--- config.mk ---
export PLATFORM = sky130hd
export DESIGN_NAME = bvsg_cfg_regs_flat
export DESIGN_NICKNAME = d
export VERILOG_FILES = /design/src/hw/rtl/bvsg_pkg.sv /design/src/hw/rtl/bvsg_cfg_if.sv /design/src/hw/rtl/bvsg_cfg_regs.sv /design/src/flat_wrapper.sv
export SDC_FILE = /design/constraint.sdc
export NUM_CORES = 1
export LEC_CHECK = 0
export BUFFER_PORTS_ARGS = -buffer_cell sky130_fd_sc_hd__clkbuf_2
export CAP_MARGIN = 20
export CORE_ASPECT_RATIO = 0.6
export CORE_MARGIN = 2
export CORE_UTILIZATION = 45
export CTS_BUF_LIST = sky130_fd_sc_hd__clkbuf_8
export CTS_CLUSTER_SIZE = 8
export DETAILED_ROUTE_END_ITERATION = 8
export GPL_TIMING_DRIVEN = 0
export PLACE_DENSITY = 0.69
export SLEW_MARGIN = 20
export SYNTH_ARGS = -nofsm -noshare
export SYNTH_HDL_FRONTEND = slang
export SYNTH_SLANG_ARGS = --single-unit
--- constraint.sdc ---
create_clock -name i_clk -period 2.5 [get_ports i_clk]
set_input_delay 0.25 -clock i_clk [delete_from_list [all_inputs] [get_ports i_clk]]
set_output_delay 0.25 -clock i_clk [all_outputs]
set_load 0.02 [all_outputs]
--- src/hw/rtl/bvsg_pkg.sv ---
// Shared types, constants and the sine table of the body velocity setpoint generator.
package bvsg_pkg;

    localparam int SINE_TABLE_DEPTH = 256;
    localparam int SINE_AW          = $clog2(SINE_TABLE_DEPTH);

    localparam longint HALF_PI_Q30 = 64'sd1686629713;
    localparam longint Q30_ONE     = 64'sd1073741824;

    localparam logic [1:0] REQ_COMMAND  = 2'd0;
    localparam logic [1:0] REQ_POSITION = 2'd1;
    localparam logic [1:0] REQ_TICK     = 2'd2;

    localparam int CFG_IDX_W  = 3;
    localparam int CFG_DATA_W = 24;

    localparam logic [CFG_IDX_W-1:0] CFG_CRUISE_ALT  = 3'd0;
    localparam logic [CFG_IDX_W-1:0] CFG_MAX_HORIZ   = 3'd1;
    localparam logic [CFG_IDX_W-1:0] CFG_MAX_TURN    = 3'd2;
    localparam logic [CFG_IDX_W-1:0] CFG_CMD_TIMEOUT = 3'd3;
    localparam logic [CFG_IDX_W-1:0] CFG_ALT_GAIN    = 3'd4;
    localparam logic [CFG_IDX_W-1:0] CFG_MAX_VERT    = 3'd5;

    localparam logic [16:0] RST_CRUISE_ALT  = 17'd2500;
    localparam logic [14:0] RST_MAX_HORIZ   = 15'd1500;
    localparam logic [14:0] RST_MAX_TURN    = 15'd800;
    localparam logic [23:0] RST_CMD_TIMEOUT = 24'd500000;
    localparam logic [15:0] RST_ALT_GAIN    = 16'd256;
    localparam logic [14:0] RST_MAX_VERT    = 15'd1000;

    typedef struct packed {
        logic [1:0]         req_type;
        logic [63:0]        time_us;
        logic signed [15:0] cmd_forward_vel;
        logic signed [15:0] cmd_left_vel;
        logic signed [15:0] cmd_turn_rate;
        logic [15:0]        heading_angle;
        logic signed [23:0] down_position_mm;
        logic               horiz_pos_valid;
        logic               vert_pos_valid;
    } t_in_item;

    typedef struct packed {
        logic               setpoint_valid;
        logic signed [15:0] north_vel;
        logic signed [15:0] east_vel;
        logic signed [15:0] down_vel;
        logic signed [15:0] yaw_rate_cw;
        logic               command_stale;
        logic [63:0]        stamp_us;
    } t_out_item;

    typedef struct packed {
        logic [16:0] cruise_altitude_mm;
        logic [14:0] max_horizontal_speed;
        logic [14:0] max_turn_rate;
        logic [23:0] command_timeout_us;
        logic [15:0] altitude_gain;
        logic [14:0] max_vertical_speed;
    } t_cfg;

    typedef struct packed {
        logic               pos_ok;
        logic               stale;
        logic signed [15:0] fwd;
        logic signed [15:0] left;
        logic signed [15:0] turn;
        logic signed [15:0] sin_a;
        logic signed [15:0] cos_a;
        logic signed [24:0] alt_err;
        logic [63:0]        stamp;
    } t_stage1;

    typedef logic [SINE_TABLE_DEPTH-1:0][15:0] t_sine_tab;

    // shift-subtract quotient, evaluated only while building the table
    function automatic logic [63:0] udiv64(logic [63:0] num, logic [63:0] den);
        logic [63:0] quo;
        logic [64:0] rem;
        quo = '0;
        rem = '0;
        for (int b = 63; b >= 0; b--) begin
            rem = {rem[63:0], num[b]};
            if (rem >= {1'b0, den}) begin
                rem    = rem - {1'b0, den};
                quo[b] = 1'b1;
            end
        end
        return quo;
    endfunction

    // Q1.15 sine over one full turn, built from a Q30 Taylor series
    function automatic t_sine_tab build_sine_tab();
        t_sine_tab   tab;
        longint      q;
        longint      r;
        longint      x;
        longint      sum;
        longint      v;
        logic [63:0] term;
        logic [63:0] d;
        for (int k = 0; k < SINE_TABLE_DEPTH; k++) begin
            q = (4 * k) / SINE_TABLE_DEPTH;
            r = 4 * k - q * SINE_TABLE_DEPTH;
            x = HALF_PI_Q30 * r / SINE_TABLE_DEPTH;
            term = q[0] ? 64'(Q30_ONE) : 64'(x);
            sum = longint'(term);
            for (int n = 1; n <= 9; n++) begin
                d = q[0] ? 64'((2 * n - 1) * (2 * n)) : 64'((2 * n) * (2 * n + 1));
                term = (term * 64'(x)) >> 30;
                term = (term * 64'(x)) >> 30;
                term = udiv64(term, d);
                if (n[0]) begin
                    sum = sum - longint'(term);
                end else begin
                    sum = sum + longint'(term);
                end
            end
            if (sum < 0) begin
                sum = 0;
            end
            v = (sum * 32767 + Q30_ONE / 2) >>> 30;
            if (v > 32767) begin
                v = 32767;
            end
            tab[k] = (q >= 2) ? 16'(-v) : 16'(v);
        end
        return tab;
    endfunction

    localparam t_sine_tab SINE_TAB = build_sine_tab();

    function automatic logic [SINE_AW-1:0] sine_index(logic [15:0] angle);
        logic [31:0] p;
        p = 32'(angle) * 32'(SINE_TABLE_DEPTH);
        return p[16 +: SINE_AW];
    endfunction

endpackage

--- src/hw/rtl/bvsg_cfg_if.sv ---
// Configuration write channel: valid, ready, register index and write data.
interface bvsg_cfg_if;
    logic                               valid;
    logic                               ready;
    logic [bvsg_pkg::CFG_IDX_W-1:0]     index;
    logic [bvsg_pkg::CFG_DATA_W-1:0]    wdata;

    modport source (output valid, output index, output wdata, input ready);
    modport sink (input valid, input index, input wdata, output ready);
endinterface

--- src/hw/rtl/bvsg_cfg_regs.sv ---
// Configuration register file with reset defaults.
module bvsg_cfg_regs (
    input  logic            i_clk,
    input  logic            i_rst_n,
    bvsg_cfg_if.sink        i_cfg,
    output bvsg_pkg::t_cfg  o_cfg
);

    bvsg_pkg::t_cfg r_cfg;

    assign i_cfg.ready = 1'b1;
    assign o_cfg       = r_cfg;

    always_ff @(posedge i_clk) begin
        if (!i_rst_n) begin
            r_cfg.cruise_altitude_mm   <= bvsg_pkg::RST_CRUISE_ALT;
            r_cfg.max_horizontal_speed <= bvsg_pkg::RST_MAX_HORIZ;
            r_cfg.max_turn_rate        <= bvsg_pkg::RST_MAX_TURN;
            r_cfg.command_timeout_us   <= bvsg_pkg::RST_CMD_TIMEOUT;
            r_cfg.altitude_gain        <= bvsg_pkg::RST_ALT_GAIN;
            r_cfg.max_vertical_speed   <= bvsg_pkg::RST_MAX_VERT;
        end else if (i_cfg.valid) begin
            case (i_cfg.index)
                bvsg_pkg::CFG_CRUISE_ALT: begin
                    r_cfg.cruise_altitude_mm <= i_cfg.wdata[16:0];
                end
                bvsg_pkg::CFG_MAX_HORIZ: begin
                    r_cfg.max_horizontal_speed <= i_cfg.wdata[14:0];
                end
                bvsg_pkg::CFG_MAX_TURN: begin
                    r_cfg.max_turn_rate <= i_cfg.wdata[14:0];
                end
                bvsg_pkg::CFG_CMD_TIMEOUT: begin
                    r_cfg.command_timeout_us <= i_cfg.wdata[23:0];
                end
                bvsg_pkg::CFG_ALT_GAIN: begin
                    r_cfg.altitude_gain <= i_cfg.wdata[15:0];
                end
                bvsg_pkg::CFG_MAX_VERT: begin
                    r_cfg.max_vertical_speed <= i_cfg.wdata[14:0];
                end
                default: begin
                end
            endcase
        end
    end

endmodule

--- src/flat_wrapper.sv ---
// flat-port wrapper written by rule: the top's interface ports become plain ports
module bvsg_cfg_regs_flat 
  (i_clk, i_rst_n, o_cfg, i_cfg_valid, i_cfg_index, i_cfg_wdata, i_cfg_ready);
  bvsg_cfg_if i_cfg_i ();
  input  logic i_clk;
  input  logic i_rst_n;
  output bvsg_pkg::t_cfg o_cfg;
  input wire logic [$bits(i_cfg_i.valid)-1:0] i_cfg_valid;
  input wire logic [$bits(i_cfg_i.index)-1:0] i_cfg_index;
  input wire logic [$bits(i_cfg_i.wdata)-1:0] i_cfg_wdata;
  output wire logic [$bits(i_cfg_i.ready)-1:0] i_cfg_ready;
  assign i_cfg_i.valid = i_cfg_valid;
  assign i_cfg_i.index = i_cfg_index;
  assign i_cfg_i.wdata = i_cfg_wdata;
  assign i_cfg_ready = i_cfg_i.ready;
  bvsg_cfg_regs u_core (.i_clk(i_clk), .i_rst_n(i_rst_n), .i_cfg(i_cfg_i), .o_cfg(o_cfg));
endmodule
---- Word level (Yosys, flattened, before mapping) ----
Index checks and enable logic that the tools add are counted.
storage, ports and cells
  input bits .............................. 30
  bits in registers ....................... 102
  output and inout bits ................... 103
operators by class
  reduce and logical (&&, ||, !) cells .... 7
  equality and inequality tests ........... 5
operators by type and width
  operator              count
  $reduce_and A2 Y1     6
  $eq A3 B2 Y1 const B  2
  $eq A3 B3 Y1 const B  2
  $eq A3 B1 Y1 const B  1
  $logic_not A3 Y1      1

---- Depth between registers and ports, before layout ----
Gate-level depths: netlist (run 1).
  depth in word-level cells ............... 2
  mapped depth ............................ 5
  depth with buffers taken out ............ 2

---- Least setup slack after synthesis (run 1) ----
No wires, ideal clock.
  path kind ............................... input-to-reg
  from .................................... in i_cfg_index[0]
  to ...................................... reg u_core.r_cfg (netlist bit u_core.o_cfg[93])
  stages on the path ...................... 4
  data required time ...................... 2.368 ns
  library setup time ...................... 0.132 ns
  slack ................................... 1.204 ns
  data arrival time ....................... 1.164 ns
  path through ............................ buf_2 > or4b_4 > buf_6 > mux2i_1
on the way
  longest elaborated chain between the ends .. 2
RTL lines
  element                      line                 RTL
  from (decl)                  flat_wrapper.sv:9    input wire logic [$bits(i_cfg_i.index)-1:0] i_cfg_index;
  $logic_not A3 Y1             bvsg_cfg_regs.sv:23  case (i_cfg.index)
  $reduce_and A2 Y1 (no line)  --
  to (decl)                    bvsg_cfg_regs.sv:9   bvsg_pkg::t_cfg r_cfg;
No other way between the ends.
A chain may end at the register's enable or synchronous reset.

---- Final worst setup path (run 1) ----
  from .................................... reg u_core.r_cfg (netlist bit u_core.o_cfg[100])
  to ...................................... out o_cfg[100] (netlist name)
RTL lines
  element    line               RTL
  to (decl)  flat_wrapper.sv:7  output bvsg_pkg::t_cfg o_cfg;
No word-level cell between the ends.

==> results of run 1 <==
## cell usage after synthesis (all sizes together)
cell | count | area share
and4b | 2 | 0.0051
buf | 15 | 0.027
clkbuf | 14 | 0.013
conb | 1 | 0.00095
dfxtp | 102 | 0.52
mux2i | 102 | 0.26
nand2 | 94 | 0.089
nand4b | 1 | 0.0022
nand4bb | 2 | 0.0057
nor2b | 44 | 0.069
nor4b | 1 | 0.0060
nor4bb | 2 | 0.0051
or4b | 1 | 0.0035
## worst min-delay path by stage
stage	start	to	slack [ps]	depth (start not counted)
detailed placement	u_core.o_cfg[86]	u_core.o_cfg[86]	450	2
global route	i_cfg_wdata[23]	u_core.o_cfg[54]	110	3
finish	i_cfg_wdata[21]	u_core.o_cfg[52]	110	3
floorplan	i_cfg_wdata[16]	u_core.o_cfg[101]	390	2
CTS	i_cfg_wdata[20]	u_core.o_cfg[51]	100	3
global placement	u_core.o_cfg[28]	u_core.o_cfg[28]	440	2
## cells in the final DEF (no fill, tap or decap), types with 3 or more instances in the layout
cell        n
clkinv_2    4
buf_6       3
clkbuf_8   10
dfxtp_1   102
nor2b_1    44
nand2_1    94
buf_4       5
clkbuf_1   14
clkbuf_2  128
buf_2       7
mux2i_1   102
## tightest hold or removal path, stage by stage
cell,delay (ps)
clkbuf_2,80
nand2_1,50
mux2i_1,60
## metrics by stage
stage	cell area, um^2	setup slack [ps]	cells	utilization
floorplan	3963	1204	381	-
global placement	4743	1039	621	0.5565
detailed placement	4743	991.3	621	0.5565
CTS	4917	1298	637	0.5769
global route	4917	1269	637	0.5769
finish	4917	1303	637	0.5769
## cell type report
type	instances	area (um^2)	share of cell area
Multi-Input combinational cell	250	1762	0.3583
Timing Repair Buffer	128	640.6	0.1303
Clock buffer	10	137.6	0.02799
Sequential cell	102	2042	0.4153
Buffer	29	158.9	0.03232
Clock inverter	6	36.28	0.007379
Tap cell	112	140.1	0.02850
## kinds of logic (layout without fill, tap and decap cells)
group / count (synthesis) / in the layout / synth area share
buffers and inverters: 29 / 173 / 0.04010
other: 1 / 1 / 0.0009464
and+or+nand+nor: 147 / 147 / 0.1860
muxes: 102 / 102 / 0.2577
DFF: 102 / 102 / 0.5153
## per-layer routing
layer / wire (um) / vias up / part of all wire
li1: - / 1533 / -
met3: 773 / 11 / 0.074
met2: 4237 / 99 / 0.41
met4: 128 / 0 / 0.012
met5: 0 / - / 0
met1: 5310 / 1458 / 0.51
## where the power goes
group          total [mW]  leakage (nW)  internal (mW)  switching (mW)
Clock               0.944        0.0922          0.386           0.558
Combinational       0.287          1.45          0.105           0.182
Sequential           1.68         0.827           1.66          0.0206
Total                2.91          2.37           2.15           0.761
==> summary.md, run 1 <==
| Metric | Value |
|---|---|
| Core Rows | 26 |
| Antenna violations before repair | 0 |
| Pwr per Cell Area | 592.1 nW/um^2 |
| Unrepaired setup endpoints after global routing | false |
| Final slew viol count | 0 |
| Max Cap Viol | 0 |
| TritonCTS clock tree | yes |
| Antenna Cells | 0 |
| GRT met1 Usage | 0.3215 |
| Hold Path Class | in -> reg |
| Buf+Inv Stages, Crit Path | 1 |
| Seq cells post-synth | 102 |
| Worst EP required | 2250 ps |
| Final hold vios | 0 |
| Post-synth cell types | 15 |
| Worst-margin pin slew | 698.8 ps |
| Final Cycle Share | 0.4787 |
| CP Cell Sequence | clkbuf_2 |
| Kind of critical path | reg -> out |
| Post-route ant nets | 0 |
| Power Total | 2.911 mW |
| GRT Resource Usage Total | 0.2218 |
| VDD IR max | 0.0003842 V |
| M3 GR Usage | 0.07537 |
| Post-Route Skew | 0 ps |
| Routed len/inst | 16.41 um |
| Worst setup path end | o_cfg[100] |
| Slew headroom | 0.5322 |
| Worst path slowest cell | dfxtp_1 |
| Final TNS setup | 0 ps |
| Worst path arrival time | 950 ps |
| Worst flop-to-flop path startpoint | u_core.o_cfg[100] |
| Area grow syn2layout | 24.09% |
| CP Max Fanout | 2 |
| Later-pin clock latency in the skew report | 370 ps |
| Setup violators final | 0 |
| Core area | 8523 um^2 |
| DR vias | 3101 |
| Reg2reg path depth | 2 |
| Cts hold-fix bufs | 0 |
| Die span in x | 125.1 um |
| Gr busiest metal | met1 |
| Post_cts resized | 0 |
| Die ar. | 9597 um^2 |
| Number of remaining DRC errors | 0 |
| Htree depth | 3 |
| Grt ovf | 0 |
| Fin crit period | 1197 ps |
| TritonCTS buffer count | 9 |
| Largest net degree at the start of global routing | 17 |
| # fillers | 800 |
| Element type at the critical path start | flip-flop |
| Die Y | 76.69 um |
| R2r setup slk | 1840 ps |
| Syn nets | 411 |
| Via density | 4.868 |
| Final net count | 550 |
| CP Capture Type | primary output |
| Max reg flops | 102 |
| Seq/Total Area, Yosys | 0.5153 |
| Post CTS Setup Buffer Count | 0 |
| Clock Pin Slew Worst Setup and Hold Paths | 90 ps |
| Mapped cell area | 3963 um^2 |
| Routed wire length | 10450 um |
| Worst reg2reg path endpoint | u_core.o_cfg[100] |
| Layout cell share with drive strength beyond 1 | 0.3067 |
| Delay-heaviest family, CP | flip-flops |
| GP Congestion | 0.7949 |
| Status | complete, no violations |
| Cells after Synth | 381 |
| Drt pass-1 iters | 4 |
| Launch point of the critical path | u_core.o_cfg[100] |
| Pleak | 2.370 nW |
| First-pass GRT wire length | 16430 um |
| Post-DP HPWL | 7898 um |
| Initial Util | 0.4649 |
| # port buffers | 128 |
| IO Pins | 133 |
| Hold WS | 112.1 ps |
| Fmax | 835.5 MHz |
| Clk sink count | 102 |
| Number of global-route vias before repair | 3037 |
| Root buf cell | clkbuf_8 |
| Critical Path Max Stage Delay | 390 ps |
| Ys Warns | 0 |
| DRT iter0 DRCs | 159 |
| CP Depth | 1 |
| Mean Syn Cell Area | 10.40 um^2 |
| Longest Clk Path Bufs | 2 |
| Met2 Resource Use GR | 0.3163 |
Note: power is estimated with default switching activity, not from simulation.
==> run 2, diff against run 1 <==
Settings changed: PLACE_DENSITY 0.69 to 0.71.
Clock period 2.5 ns to 1 ns, I/O delays scaled along.
==> run 2 against run 1 <==
Clock-buffer cell count is 1 higher. Die area stayed put. Sequential cell count stayed put. Cell count is 2.7% higher. Clock skew stayed put. Via count is 3.5% higher. Cell area is 14% higher. Setup slack worse by 1300 ps. Highest routed layer unchanged.
==> summary.md, run 2 (same netlist as run 1, synthesis figures left out) <==
| Metric | Value |
|---|---|
| Status | complete, no violations |
| VDD IR max | 0.0007712 V |
| Die span in x | 125.1 um |
| Largest net degree at the start of global routing | 18 |
| Launch point of the critical path | i_cfg_index[2] |
| DR WL met3 | 742 um |
| Die ar. | 9597 um^2 |
| Initial Util | 0.4649 |
| Antenna violations before repair | 0 |
| Htree depth | 3 |
| # port buffers | 128 |
| Clock Pin Slew Worst Setup and Hold Paths | 90 ps |
| Final Cycle Share | 0.9877 |
| CP Cell Sequence | clkbuf_2, nand4b_1, buf_4, mux2i_1 |
| Slew headroom | 0.5312 |
| Setup violators final | 0 |
| Final TNS setup | 0 ps |
| Routed wire length | 11070 um |
| Number of global-route vias before repair | 3082 |
| Worst path arrival time | 1240 ps |
| First-pass GRT wire length | 16740 um |
| Root buf cell | clkbuf_8 |
| Worst flop-to-flop path startpoint | u_core.o_cfg[77] |
| Die Y | 76.69 um |
| Most common cell after layout, fill and taps aside | mux2i_1 |
| Final net count | 567 |
| Post-Route Skew | 0 ps |
| Longest Clk Path Bufs | 2 |
| Commonest non-fill, non-tap cells in the layout | 102 x mux2i_1, 94 x nand2_1, 86 x buf_4 |
| GP Congestion | 0.8179 |
| WL met2 | 4809 um |
| Worst-margin pin slew | 700.2 ps |
| TritonCTS clock tree | yes |
| Element type at the critical path start | input pin |
| Later-pin clock latency in the skew report | 370 ps |
| Fmax | 1012 MHz |
| DR vias | 3211 |
| Kind of critical path | in -> reg |
| Final slew viol count | 0 |
| Layout cell share with drive strength beyond 1 | 0.4815 |
| Number of remaining DRC errors | 0 |
| Core area | 8523 um^2 |
| DRT iter0 DRCs | 118 |
| Post-DP HPWL | 7997 um |
| Clk sink count | 102 |
| Final Util | 0.6597 |
| Pwr per Cell Area | 1350 nW/um^2 |
| Hold Path Class | in -> reg |
| Pleak | 2.599 nW |
| Worst path slowest cell | nand4b_1 |
| GRT Resource Usage Total | 0.2255 |
| WL met1 | 5440 um |
| Core Rows | 26 |
| Grt ovf | 0 |
| Power Total | 7.589 mW |
| Max Used Layer | met4 |
| Worst Min Path Start | i_cfg_wdata[4] |
| Hold WS | 13.64 ps |
| Fin crit period | 987.7 ps |
| Antenna Cells | 0 |
| TritonCTS buffer count | 9 |
| Critical Path Max Stage Delay | 460 ps |
| Post-route ant nets | 0 |
| Max reg flops | 102 |
| IO Pins | 133 |
| CP Max Fanout | 10 |
| Via density | 4.910 |
| Routed len/inst | 16.93 um |
| Worst EP required | 1250 ps |
| CP Capture Type | flip-flop |
| Area grow syn2layout | 41.90% |
| Drt pass-1 iters | 4 |
| Final hold vios | 0 |
| Max Cap Viol | 0 |
run 2: cell type report:
cell class | count | area [um^2]
flip-flops and latches | 102 | 2148
repair buffers | 145 | 1180
fillers | 700 | 2900
clock inverters | 5 | 40.04
clock buffers | 11 | 151.4
plain buffers | 29 | 195.2
multi-input cells | 250 | 1768
well taps | 112 | 140.1
run 2: power by group:
part	total, mW	internal (mW)	switching (mW)
Clock	2.52	1.06	1.46
Combinational	0.846	0.374	0.473
Sequential	4.22	4.16	0.0570
Total	7.59	5.59	1.99
run 2: metal layers:
metal	vias to the layer above	GRT usage
met2	92	0.3440
met3	8	0.07955
met5	-	0
met1	1549	0.3037
li1	1562	-
met4	0	0.06444
run 2: metrics by stage:
step           setup WS, ps  cells  cell area [um^2]
6_report              12.29    654              5623
5_1_grt              -6.952    654              5623
4_1_cts            -0.07394    645              5425
3_5_place_dp         -349.7    621              4773
3_3_place_gp         -319.1    621              4773
2_1_floorplan        -140.5    381              3993
run 2: timing repair:
| action | 4_1_cts | 5_1_grt |
|---|---|---|
| hold buffers | 8 | 0 |
| setup endpoints to repair | 74 | 115 |
| setup buffers | 0 | 9 |
| hold endpoints to repair | 8 | 0 |
| gates resized for setup | 153 | 149 |
| gates cloned | 0 | 0 |
| pin swaps | 0 | 0 |
run 2: worst max-delay path, delay by kind of cell:
| kind | cells | cell delay [ps] |
|---|---|---|
| multiplexers | 1 | 140 |
| AND/OR/NAND/NOR | 1 | 460 |
| buffers and inverters | 2 | 530 |
run 2: final timing paths:
| path | endpoint | depth (start not counted) | slack (ps) |
|---|---|---|---|
| min reg2reg | u_core.o_cfg[21] | 2 | 460 |
| max | u_core.o_cfg[42] | 4 | 10 |
| max reg2reg | u_core.o_cfg[77] | 3 | 240 |
| min | u_core.o_cfg[74] | 3 | 10 |
