$ cat src/hw/rtl/bvsg_pkg.sv
// Shared types, constants and the sine table of the body velocity setpoint generator.
package bvsg_pkg;

    localparam int SINE_TABLE_DEPTH = 256;
    localparam int SINE_AW          = $clog2(SINE_TABLE_DEPTH);

    localparam longint HALF_PI_Q30 = 64'sd1686629713;
    localparam longint Q30_ONE     = 64'sd1073741824;

    localparam logic [1:0] REQ_COMMAND  = 2'd0;
    localparam logic [1:0] REQ_POSITION = 2'd1;
    localparam logic [1:0] REQ_TICK     = 2'd2;

    localparam int CFG_IDX_W  = 3;
    localparam int CFG_DATA_W = 24;

    localparam logic [CFG_IDX_W-1:0] CFG_CRUISE_ALT  = 3'd0;
    localparam logic [CFG_IDX_W-1:0] CFG_MAX_HORIZ   = 3'd1;
    localparam logic [CFG_IDX_W-1:0] CFG_MAX_TURN    = 3'd2;
    localparam logic [CFG_IDX_W-1:0] CFG_CMD_TIMEOUT = 3'd3;
    localparam logic [CFG_IDX_W-1:0] CFG_ALT_GAIN    = 3'd4;
    localparam logic [CFG_IDX_W-1:0] CFG_MAX_VERT    = 3'd5;

    localparam logic [16:0] RST_CRUISE_ALT  = 17'd2500;
    localparam logic [14:0] RST_MAX_HORIZ   = 15'd1500;
    localparam logic [14:0] RST_MAX_TURN    = 15'd800;
    localparam logic [23:0] RST_CMD_TIMEOUT = 24'd500000;
    localparam logic [15:0] RST_ALT_GAIN    = 16'd256;
    localparam logic [14:0] RST_MAX_VERT    = 15'd1000;

    typedef struct packed {
        logic [1:0]         req_type;
        logic [63:0]        time_us;
        logic signed [15:0] cmd_forward_vel;
        logic signed [15:0] cmd_left_vel;
        logic signed [15:0] cmd_turn_rate;
        logic [15:0]        heading_angle;
        logic signed [23:0] down_position_mm;
        logic               horiz_pos_valid;
        logic               vert_pos_valid;
    } t_in_item;

    typedef struct packed {
        logic               setpoint_valid;
        logic signed [15:0] north_vel;
        logic signed [15:0] east_vel;
        logic signed [15:0] down_vel;
        logic signed [15:0] yaw_rate_cw;
        logic               command_stale;
        logic [63:0]        stamp_us;
    } t_out_item;

    typedef struct packed {
        logic [16:0] cruise_altitude_mm;
        logic [14:0] max_horizontal_speed;
        logic [14:0] max_turn_rate;
        logic [23:0] command_timeout_us;
        logic [15:0] altitude_gain;
        logic [14:0] max_vertical_speed;
    } t_cfg;

    typedef struct packed {
        logic               pos_ok;
        logic               stale;
        logic signed [15:0] fwd;
        logic signed [15:0] left;
        logic signed [15:0] turn;
        logic signed [15:0] sin_a;
        logic signed [15:0] cos_a;
        logic signed [24:0] alt_err;
        logic [63:0]        stamp;
    } t_stage1;

    typedef logic [SINE_TABLE_DEPTH-1:0][15:0] t_sine_tab;

    // shift-subtract quotient, evaluated only while building the table
    function automatic logic [63:0] udiv64(logic [63:0] num, logic [63:0] den);
        logic [63:0] quo;
        logic [64:0] rem;
        quo = '0;
        rem = '0;
        for (int b = 63; b >= 0; b--) begin
            rem = {rem[63:0], num[b]};
            if (rem >= {1'b0, den}) begin
                rem    = rem - {1'b0, den};
                quo[b] = 1'b1;
            end
        end
        return quo;
    endfunction

    // Q1.15 sine over one full turn, built from a Q30 Taylor series
    function automatic t_sine_tab build_sine_tab();
        t_sine_tab   tab;
        longint      q;
        longint      r;
        longint      x;
        longint      sum;
        longint      v;
        logic [63:0] term;
        logic [63:0] d;
        for (int k = 0; k < SINE_TABLE_DEPTH; k++) begin
            q = (4 * k) / SINE_TABLE_DEPTH;
            r = 4 * k - q * SINE_TABLE_DEPTH;
            x = HALF_PI_Q30 * r / SINE_TABLE_DEPTH;
            term = q[0] ? 64'(Q30_ONE) : 64'(x);
            sum = longint'(term);
            for (int n = 1; n <= 9; n++) begin
                d = q[0] ? 64'((2 * n - 1) * (2 * n)) : 64'((2 * n) * (2 * n + 1));
                term = (term * 64'(x)) >> 30;
                term = (term * 64'(x)) >> 30;
                term = udiv64(term, d);
                if (n[0]) begin
                    sum = sum - longint'(term);
                end else begin
                    sum = sum + longint'(term);
                end
            end
            if (sum < 0) begin
                sum = 0;
            end
            v = (sum * 32767 + Q30_ONE / 2) >>> 30;
            if (v > 32767) begin
                v = 32767;
            end
            tab[k] = (q >= 2) ? 16'(-v) : 16'(v);
        end
        return tab;
    endfunction

    localparam t_sine_tab SINE_TAB = build_sine_tab();

    function automatic logic [SINE_AW-1:0] sine_index(logic [15:0] angle);
        logic [31:0] p;
        p = 32'(angle) * 32'(SINE_TABLE_DEPTH);
        return p[16 +: SINE_AW];
    endfunction

endpackage

$ cat src/hw/rtl/bvsg_rsp_if.sv
// Result output channel: valid, ready and one setpoint item.
interface bvsg_rsp_if;
    logic                valid;
    logic                ready;
    bvsg_pkg::t_out_item data;

    modport source (output valid, output data, input ready);
    modport sink (input valid, input data, output ready);
endinterface

$ cat src/hw/rtl/bvsg_back.sv
// Rotation and altitude products, rounding, saturation and the result register.
module bvsg_back (
    input  logic               i_clk,
    input  logic               i_rst_n,
    input  bvsg_pkg::t_cfg     i_cfg,
    input  bvsg_pkg::t_stage1  i_s1,
    input  logic               i_s1_valid,
    output logic               o_s1_ready,
    bvsg_rsp_if.source         o_rsp
);

    logic               r_v2;
    logic signed [31:0] r_fs;
    logic signed [31:0] r_lc;
    logic signed [31:0] r_fc;
    logic signed [31:0] r_ls;
    logic signed [40:0] r_pe;
    logic               r_pos_ok;
    logic               r_stale;
    logic signed [15:0] r_turn;
    logic [63:0]        r_stamp;

    logic                r_v3;
    bvsg_pkg::t_out_item r_out;
    bvsg_pkg::t_out_item n_out;

    logic               rdy2;
    logic               rdy3;
    logic signed [16:0] gain_s;
    logic signed [41:0] pe_full;
    logic signed [33:0] north_sum;
    logic signed [33:0] east_sum;
    logic signed [33:0] north_sh;
    logic signed [33:0] east_sh;
    logic signed [41:0] p_sum;
    logic signed [41:0] p_sh;
    logic signed [41:0] v_lim;
    logic signed [41:0] p_clamp;
    logic signed [16:0] yaw_neg;

    function automatic logic signed [15:0] sat16(logic signed [33:0] v);
        if (v > 34'sd32767) begin
            return 16'sh7FFF;
        end else if (v < -34'sd32768) begin
            return 16'sh8000;
        end
        return v[15:0];
    endfunction

    assign rdy3       = !r_v3 || o_rsp.ready;
    assign rdy2       = !r_v2 || rdy3;
    assign o_s1_ready = rdy2;
    assign o_rsp.valid = r_v3;
    assign o_rsp.data  = r_out;

    assign gain_s  = {1'b0, i_cfg.altitude_gain};
    assign pe_full = gain_s * i_s1.alt_err;

    assign north_sum = 34'(r_fs) + 34'(r_lc) + 34'sd16384;
    assign east_sum  = 34'(r_fc) - 34'(r_ls) + 34'sd16384;
    assign north_sh  = north_sum >>> 15;
    assign east_sh   = east_sum >>> 15;
    assign p_sum     = 42'(r_pe) + 42'sd128;
    assign p_sh      = p_sum >>> 8;
    assign v_lim     = $signed({27'd0, i_cfg.max_vertical_speed});
    assign yaw_neg   = -{r_turn[15], r_turn};

    always_comb begin
        if (p_sh > v_lim) begin
            p_clamp = v_lim;
        end else if (p_sh < -v_lim) begin
            p_clamp = -v_lim;
        end else begin
            p_clamp = p_sh;
        end
        n_out.setpoint_valid = r_pos_ok;
        n_out.stamp_us       = r_stamp;
        if (r_pos_ok) begin
            n_out.north_vel     = sat16(north_sh);
            n_out.east_vel      = sat16(east_sh);
            n_out.down_vel      = 16'(-p_clamp);
            n_out.yaw_rate_cw   = yaw_neg[15:0];
            n_out.command_stale = r_stale;
        end else begin
            n_out.north_vel     = 16'sd0;
            n_out.east_vel      = 16'sd0;
            n_out.down_vel      = 16'sd0;
            n_out.yaw_rate_cw   = 16'sd0;
            n_out.command_stale = 1'b0;
        end
    end

    always_ff @(posedge i_clk) begin
        if (!i_rst_n) begin
            r_v2 <= 1'b0;
            r_v3 <= 1'b0;
        end else begin
            if (rdy2) begin
                r_v2 <= i_s1_valid;
            end
            if (rdy3) begin
                r_v3 <= r_v2;
            end
        end
    end

    always_ff @(posedge i_clk) begin
        if (rdy2 && i_s1_valid) begin
            r_fs     <= i_s1.fwd * i_s1.sin_a;
            r_lc     <= i_s1.left * i_s1.cos_a;
            r_fc     <= i_s1.fwd * i_s1.cos_a;
            r_ls     <= i_s1.left * i_s1.sin_a;
            r_pe     <= pe_full[40:0];
            r_pos_ok <= i_s1.pos_ok;
            r_stale  <= i_s1.stale;
            r_turn   <= i_s1.turn;
            r_stamp  <= i_s1.stamp;
        end
        if (rdy3 && r_v2) begin
            r_out <= n_out;
        end
    end

    a_stage_advance: assert property (@(posedge i_clk) disable iff (!i_rst_n)
        r_v2 && rdy3 |=> r_v3)
        else $error("product stage lost a transaction");

    a_no_setpoint_zero: assert property (@(posedge i_clk) disable iff (!i_rst_n)
        r_v3 && !r_out.setpoint_valid |-> r_out.north_vel == 16'sd0 &&
            r_out.east_vel == 16'sd0 && r_out.down_vel == 16'sd0 &&
            r_out.yaw_rate_cw == 16'sd0 && !r_out.command_stale)
        else $error("result without setpoint carries nonzero fields");

    a_down_in_limit: assert property (@(posedge i_clk) disable iff (!i_rst_n)
        r_v3 && r_out.setpoint_valid |->
            $signed({r_out.down_vel[15], r_out.down_vel}) <=
                $signed({2'b00, i_cfg.max_vertical_speed}) &&
            $signed({r_out.down_vel[15], r_out.down_vel}) >=
                -$signed({2'b00, i_cfg.max_vertical_speed}))
        else $error("down velocity outside vertical limit");

endmodule

$ cat src/flat_wrapper.sv
// flat-port wrapper written by rule: the top's interface ports become plain ports
module bvsg_back_flat 
  (i_clk, i_rst_n, i_cfg, i_s1, i_s1_valid, o_s1_ready, o_rsp_valid, o_rsp_data, o_rsp_ready);
  bvsg_rsp_if o_rsp_i ();
  input  logic i_clk;
  input  logic i_rst_n;
  input  bvsg_pkg::t_cfg i_cfg;
  input  bvsg_pkg::t_stage1 i_s1;
  input  logic i_s1_valid;
  output logic o_s1_ready;
  output wire logic [$bits(o_rsp_i.valid)-1:0] o_rsp_valid;
  output wire logic [$bits(o_rsp_i.data)-1:0] o_rsp_data;
  input wire logic [$bits(o_rsp_i.ready)-1:0] o_rsp_ready;
  assign o_rsp_valid = o_rsp_i.valid;
  assign o_rsp_data = o_rsp_i.data;
  assign o_rsp_i.ready = o_rsp_ready;
  bvsg_back u_core (.i_clk(i_clk), .i_rst_n(i_rst_n), .i_cfg(i_cfg), .i_s1(i_s1), .i_s1_valid(i_s1_valid), .o_s1_ready(o_s1_ready), .o_rsp(o_rsp_i));
endmodule
$ cat config.mk
export PLATFORM = sky130hd
export DESIGN_NAME = bvsg_back_flat
export DESIGN_NICKNAME = d
export VERILOG_FILES = /design/src/hw/rtl/bvsg_pkg.sv /design/src/hw/rtl/bvsg_rsp_if.sv /design/src/hw/rtl/bvsg_back.sv /design/src/flat_wrapper.sv
export SDC_FILE = /design/constraint.sdc
export NUM_CORES = 2
export LEC_CHECK = 0
export BUFFER_PORTS_ARGS = -buffer_cell sky130_fd_sc_hd__buf_2
export CORE_ASPECT_RATIO = 0.9
export CORE_MARGIN = 4
export CORE_UTILIZATION = 25
export DETAILED_ROUTE_END_ITERATION = 10
export SLEW_MARGIN = 30
export SYNTH_ARGS = -nofsm -noshare
export SYNTH_HDL_FRONTEND = slang
export SYNTH_SLANG_ARGS = --single-unit
$ cat constraint.sdc
create_clock -name i_clk -period 10.85 [get_ports i_clk]
set_input_delay 0.5425 -clock i_clk [delete_from_list [all_inputs] [get_ports i_clk]]
set_output_delay 0.5425 -clock i_clk [all_outputs]
set_load 0.005 [all_outputs]
**After elaboration in Yosys (flattened, before gate mapping)**

Index checks and enable logic that the tools add are counted.

- Add/subtract/negate cells: 8
- Multiply operators: 5
- $lt $le $gt $ge: 6
- Muxes and demuxes: 14
- Reduce and logical (&&, ||, !) cells: 6

Operators by type and width:

| kind | number |
|---|---|
| multiplier 16 x 16 -> 32 bit | 4 |
| two-way mux 16 bit | 8 |
| adder 33 x 16 -> 34 bit (second input constant) | 2 |
| adder 41 x 9 -> 42 bit (second input constant) | 1 |
| less-than comparator 34 x 42 -> 1 bit | 1 |
| negator 15 -> 42 bit | 1 |
| multiplier 17 x 25 -> 41 bit | 1 |
| greater-than comparator 19 x 16 -> 1 bit (second input constant) | 2 |
| less-than comparator 19 x 16 -> 1 bit (second input constant) | 2 |
| greater-than comparator 34 x 16 -> 1 bit | 1 |
| adder 32 x 32 -> 33 bit | 1 |
| subtractor 32 x 32 -> 33 bit | 1 |
| negator 16 bit | 2 |
| two-way mux 1 bit | 6 |
| logical AND 1 bit | 2 |
| logical NOT 1 bit | 2 |
| logical OR 1 bit | 2 |

- Register bits after elaboration: 383

**Depth between registers and ports, before layout**

- Depth in word-level cells: 7
- Mapped depth: 28

**Least setup slack after synthesis**

OpenSTA, ideal clock, no wires.

- Path kind: input -> register
- From: input port o_rsp_ready
- To: register u_core.r_out (netlist bit u_core.o_rsp.data[0]), enable pin
- Setup time: 0.637 ns
- Arrival time: 6.370 ns
- Slack: 3.843 ns
- Cell stages on the path: 2
- Cells stage by stage: nor2b_1 -> nor2b_1

- Word-level cells in the longest chain between the ends: 2

RTL lines:

| what | RTL line | RTL |
|---|---|---|
| start, declared | flat_wrapper.sv:13 | `input wire logic [$bits(o_rsp_i.ready)-1:0] o_rsp_ready;` |
| logical OR 1 bit | bvsg_back.sv:50 | `assign rdy3 = !r_v3 \|\| o_rsp.ready;` |
| logical AND 1 bit | bvsg_back.sv:119 | `if (rdy3 && r_v2) begin` |
| end signal, assigned | bvsg_back.sv:120 | `r_out <= n_out;` |
| end, declared | bvsg_back.sv:24 | `bvsg_pkg::t_out_item r_out;` |

Every way passes these cells.
A chain may end at the register's enable or synchronous reset.

**Worst setup path in the final report**

- From: input port i_s1[162] (netlist name)
- To: register u_core.r_fc[28], data pin

- Word-level cells in the longest chain between the ends: 1

RTL lines:

| what | RTL line | RTL |
|---|---|---|
| start, declared | flat_wrapper.sv:8 | `input bvsg_pkg::t_stage1 i_s1;` |
| multiplier 16 x 16 -> 32 bit | bvsg_back.sv:111 | `r_fc <= i_s1.fwd * i_s1.cos_a;` |
| end signal, assigned | bvsg_back.sv:111 |  |
| end, declared | bvsg_back.sv:15 | `logic signed [31:0] r_fc;` |

Every way passes these cells.

==> impl_metrics.py <==
metrics = {
    "cells_and_area": {
        "areaGrowthSynthToFinish_pct": 11.2,
        "final_layout_size_suffix_gt1_share_pct": 6.54,
        "multiInputGateArea_um2": 52500,
        "layout.filler_cells": 29931,
        "final-seq-area_um2": 11300,
        "mostFrequentLayoutCells": "1709 x inv_1, 1432 x fa_1, 836 x nand2_1",
        "num-nets-final": 9793,
        "layout_commonest_cell": "inv_1",
    },
    "worst_setup_path": {
        "worst_r2r_endpoint": "u_core.o_rsp.data[93]$_SDFFCE_PN0P_",
        "element_type_at_the_critical_path_end": "flop",
        "path_max_fanout": 32,
        "timing.reg2reg.setup_slack_ns": 5.22,
        "req_time_crit_path_ns": 11.26,
        "rr_startpoint": "u_core.r_pe[7]$_DFFE_PP_",
        "reg2regPathDepth": 19,
        "path_class": "primary input to flop",
        "startpoint_type": "primary input",
        "worstPathArrival_ns": 8.01,
    },
    "logic_synthesis": {
        "synth.net_count": 9575,
        "number_of_flops_mapped_to_enable_cells_by_yosys": 374,
        "syn-mean-instance-area_um2": 9.81,
        "syn_area_um2": 71200,
        "total_of_warnings_raised_by_yosys": 0,
        "synth_top_area_cell": "fa_1",
        "synth_seq_cells": 376,
        "yosysSeqAreaShare_pct": 15.8,
        "synth_top_area_share_pct": 40.3,
        "post_synth_arst_share_pct": 0,
        "synth.distinct_cells": 85,
        "synth_ff_type": "edfxtp_1",
        "ys_top_cells_by_area": "fa_1 40%, edfxtp_1 16%, ha_1 11%",
        "number_of_instances_in_the_synthesized_netlist": 7255,
    },
    "global_route": {
        "grt_antenna_before_repair": 37,
        "global_route_usage_over_all_layers_pct": 12.7,
        "grt_overflow_total": 0,
        "grt_first_pass_wirelength_um": 294000,
        "grt_start_max_net_pins": 129,
        "first_global_vias": 50397,
    },
    "cts": {
        "cts_root_buf": "clkbuf_16",
        "numClockSinks": 376,
        "clock_tree.htree_level_count": 2,
        "clock_tree.buffer_depth": 3,
        "post_cts_clock_slew_at_the_launch_and_capture_registers_of_the_worst_setup_and_hold_paths_ns": 0.06,
        "clk-insertion-delay-late_ns": 0.67,
        "post_cts_buffers": 0,
        "tritoncts.num_buffers": 47,
        "tritoncts": "yes",
    },
    "worst_hold_path": {
        "min_delay_worst_endpoint": "u_core.r_v2$_SDFFE_PN0N_",
        "timing.hold.worst_path_depth": 2,
        "worst_hold_path_type": "primary input to flop",
        "hold_start": "i_rst_n",
    },
    "floorplan": {
        "floorplan.die.height_um": 514,
        "num_rows": 185,
        "pin_count": 409,
        "design.core.area_um2": 283000,
        "dieArea_um2": 293000,
        "start_util_pct": 25.2,
        "die_x_um": 571,
    },
    "timing": {
        "slew_viol_final": 0,
        "slew-limit-headroom_pct": 30.3,
        "hold_violations": 0,
        "worst_pin_slew_ns": 1.05,
        "maximum_achievable_frequency_mhz": 132,
        "post-route-min-period_ns": 7.60,
        "number_of_failing_setup_endpoints_in_the_final_timing_report": 0,
        "grt_setup_unrepaired": "no",
        "accumulated_negative_setup_slack_ns": 0,
        "clock-skew-final_ns": 0.0144,
        "tcrit_tclk_final_pct": 70.1,
    },
    "drt": {
        "route.final.wire_length_um": 183000,
        "detailedRoute.firstPassIterationCount": 5,
        "wl_per_cell_um": 16.2,
        "route.detailed.vias_per_inst": 4.31,
        "route.met3.wl_um": 14400,
        "route.layer.met1.wl_um": 85100,
        "drt_iter0_markers": 2925,
        "remaining_drc_errors": 0,
        "routed-via-count": 48557,
        "route.antenna.remaining_nets": 0,
        "highest_layer": "met5",
        "met2RoutedLength_um": 77100,
    },
    "placed_design": {
        "final_weighted_congestion_in_routability_driven_placement": 0.829,
        "dpl_hpwl_um": 141000,
        "port_buffers": 337,
    },
    "job": {
        "drv.max_cap_violation_count": 0,
    },
    "status": {
        "status": "completed",
    },
}
## area by class of cell
type                    count  area share (%)
inverters                1710            8.10
diodes                     15          0.0474
repair buffers            450            3.48
clock inverters            37           0.477
multi-input cells        4888            66.2
clock buffers              51            1.50
flip-flops and latches    376            14.2
well taps                3740            5.91
## sequential cells by signal, summed over array words and instances, names as in the netlist
| name | flops |
|---|---|
| u_core.r_fc | 32 |
| u_core.o_rsp.valid | 1 |
| u_core.r_fs | 32 |
| u_core.r_stamp | 64 |
| u_core.r_pe | 34 |
| u_core.r_pos_ok | 1 |
| u_core.r_turn | 16 |
| u_core.r_v2 | 1 |
| u_core.r_lc | 32 |
| u_core.r_ls | 32 |
| u_core.o_rsp.data | 130 |
| u_core.r_stale | 1 |
## logic make-up (layout without fill, tap and decap cells)
| group | count (synthesis) | count (layout) | share of synthesized area, % |
|---|---|---|---|
| adders and majority gates | 2043 | 2043 | 51.0 |
| and+or+nand+nor | 2004 | 2004 | 14.0 |
| buffers and inverters | 1991 | 2248 | 10.5 |
| AOI/OAI and AO/OA | 539 | 539 | 4.92 |
| DFF | 376 | 376 | 15.8 |
| xor gates and xnor gates | 274 | 274 | 3.37 |
| muxes | 28 | 28 | 0.413 |
| other | 0 | 15 | 0 |
## synth_stat cells (8+ instances only)
cell type  number
xnor2_1       188
o21ai_0        95
nand4_1        35
o21a_1         30
a21oi_1       161
clkbuf_1      267
nor3_1         52
o31ai_1        11
nor2b_1        33
a211o_1        11
nor4_1         25
a21o_1         74
inv_1        1710
nand3_1        55
buf_2          10
xor2_1         86
and2_1        646
a41o_1          9
o211ai_1       10
ha_1          611
and3_1         29
or3_1           9
a211oi_1       32
o21bai_1       18
mux2i_1        20
nor2_1        199
nand2b_1       45
a31oi_1        18
fa_1         1432
edfxtp_1      374
a21boi_0        8
nand2_1       836
## routing by layer
metal / GRT usage, % / vias to the layer above
met4: 3.95 / 24
met1: 18.6 / 24422
met2: 18.9 / 1407
met3: 2.56 / 247
li1: - / 22457
met5: 0 / -
## worst max path at each step
stage / start / endpoint / slack, ns / cells past startpoint
floorplan: o_rsp_ready / u_core.o_rsp.data[0]$_DFFE_PP_ / 3.84 / 2
global placement: i_s1[163] / u_core.r_fc[30]$_DFFE_PP_ / 2.76 / 21
detailed placement: i_s1[163] / u_core.r_fc[28]$_DFFE_PP_ / 2.74 / 21
CTS: i_s1[163] / u_core.r_fc[28]$_DFFE_PP_ / 3.47 / 21
global route: i_s1[163] / u_core.r_fc[28]$_DFFE_PP_ / 2.76 / 21
finish: i_s1[162] / u_core.r_fc[28]$_DFFE_PP_ / 3.25 / 21
## metrics by stage
stage          instances  cell area (um2)  setup WS [ns]  hold WS [ns]  util (%)
6_report           11267            79200           3.25        0.0999      28.0
5_1_grt            11263            79200           2.76        0.0574      28.0
3_3_place_gp       11088            76800           2.76         0.400      27.2
3_5_place_dp       11088            76800           2.74         0.405      27.2
4_1_cts            11251            79100           3.47       0.00373      28.0
2_1_floorplan       7255            71200           3.84         0.400         -
## timing repair
item | 4_1_cts | 5_1_grt
gates resized for setup | 0 | 0
hold endpoints to repair | 75 | 0
setup endpoints to repair | 0 | 0
hold buffers | 75 | 0
## worst max-delay path: stages
cell	delay (ns)
buf_2	0.75
nand2_1	0.17
fa_1	0.53
fa_1	0.59
fa_1	0.46
fa_1	0.55
inv_1	0.05
fa_1	0.49
fa_1	0.41
ha_1	0.37
a21oi_1	0.26
a21boi_0	0.13
a311oi_1	0.53
a31oi_1	0.35
a41o_1	0.37
o21a_1	0.19
o21ai_0	0.44
a21oi_1	0.14
a211oi_1	0.36
nor2b_1	0.21
xnor2_1	0.09
Power is left out: the tool's default activity adds up to more than one toggle a clock period on the data nets, which glitch-free logic cannot reach.
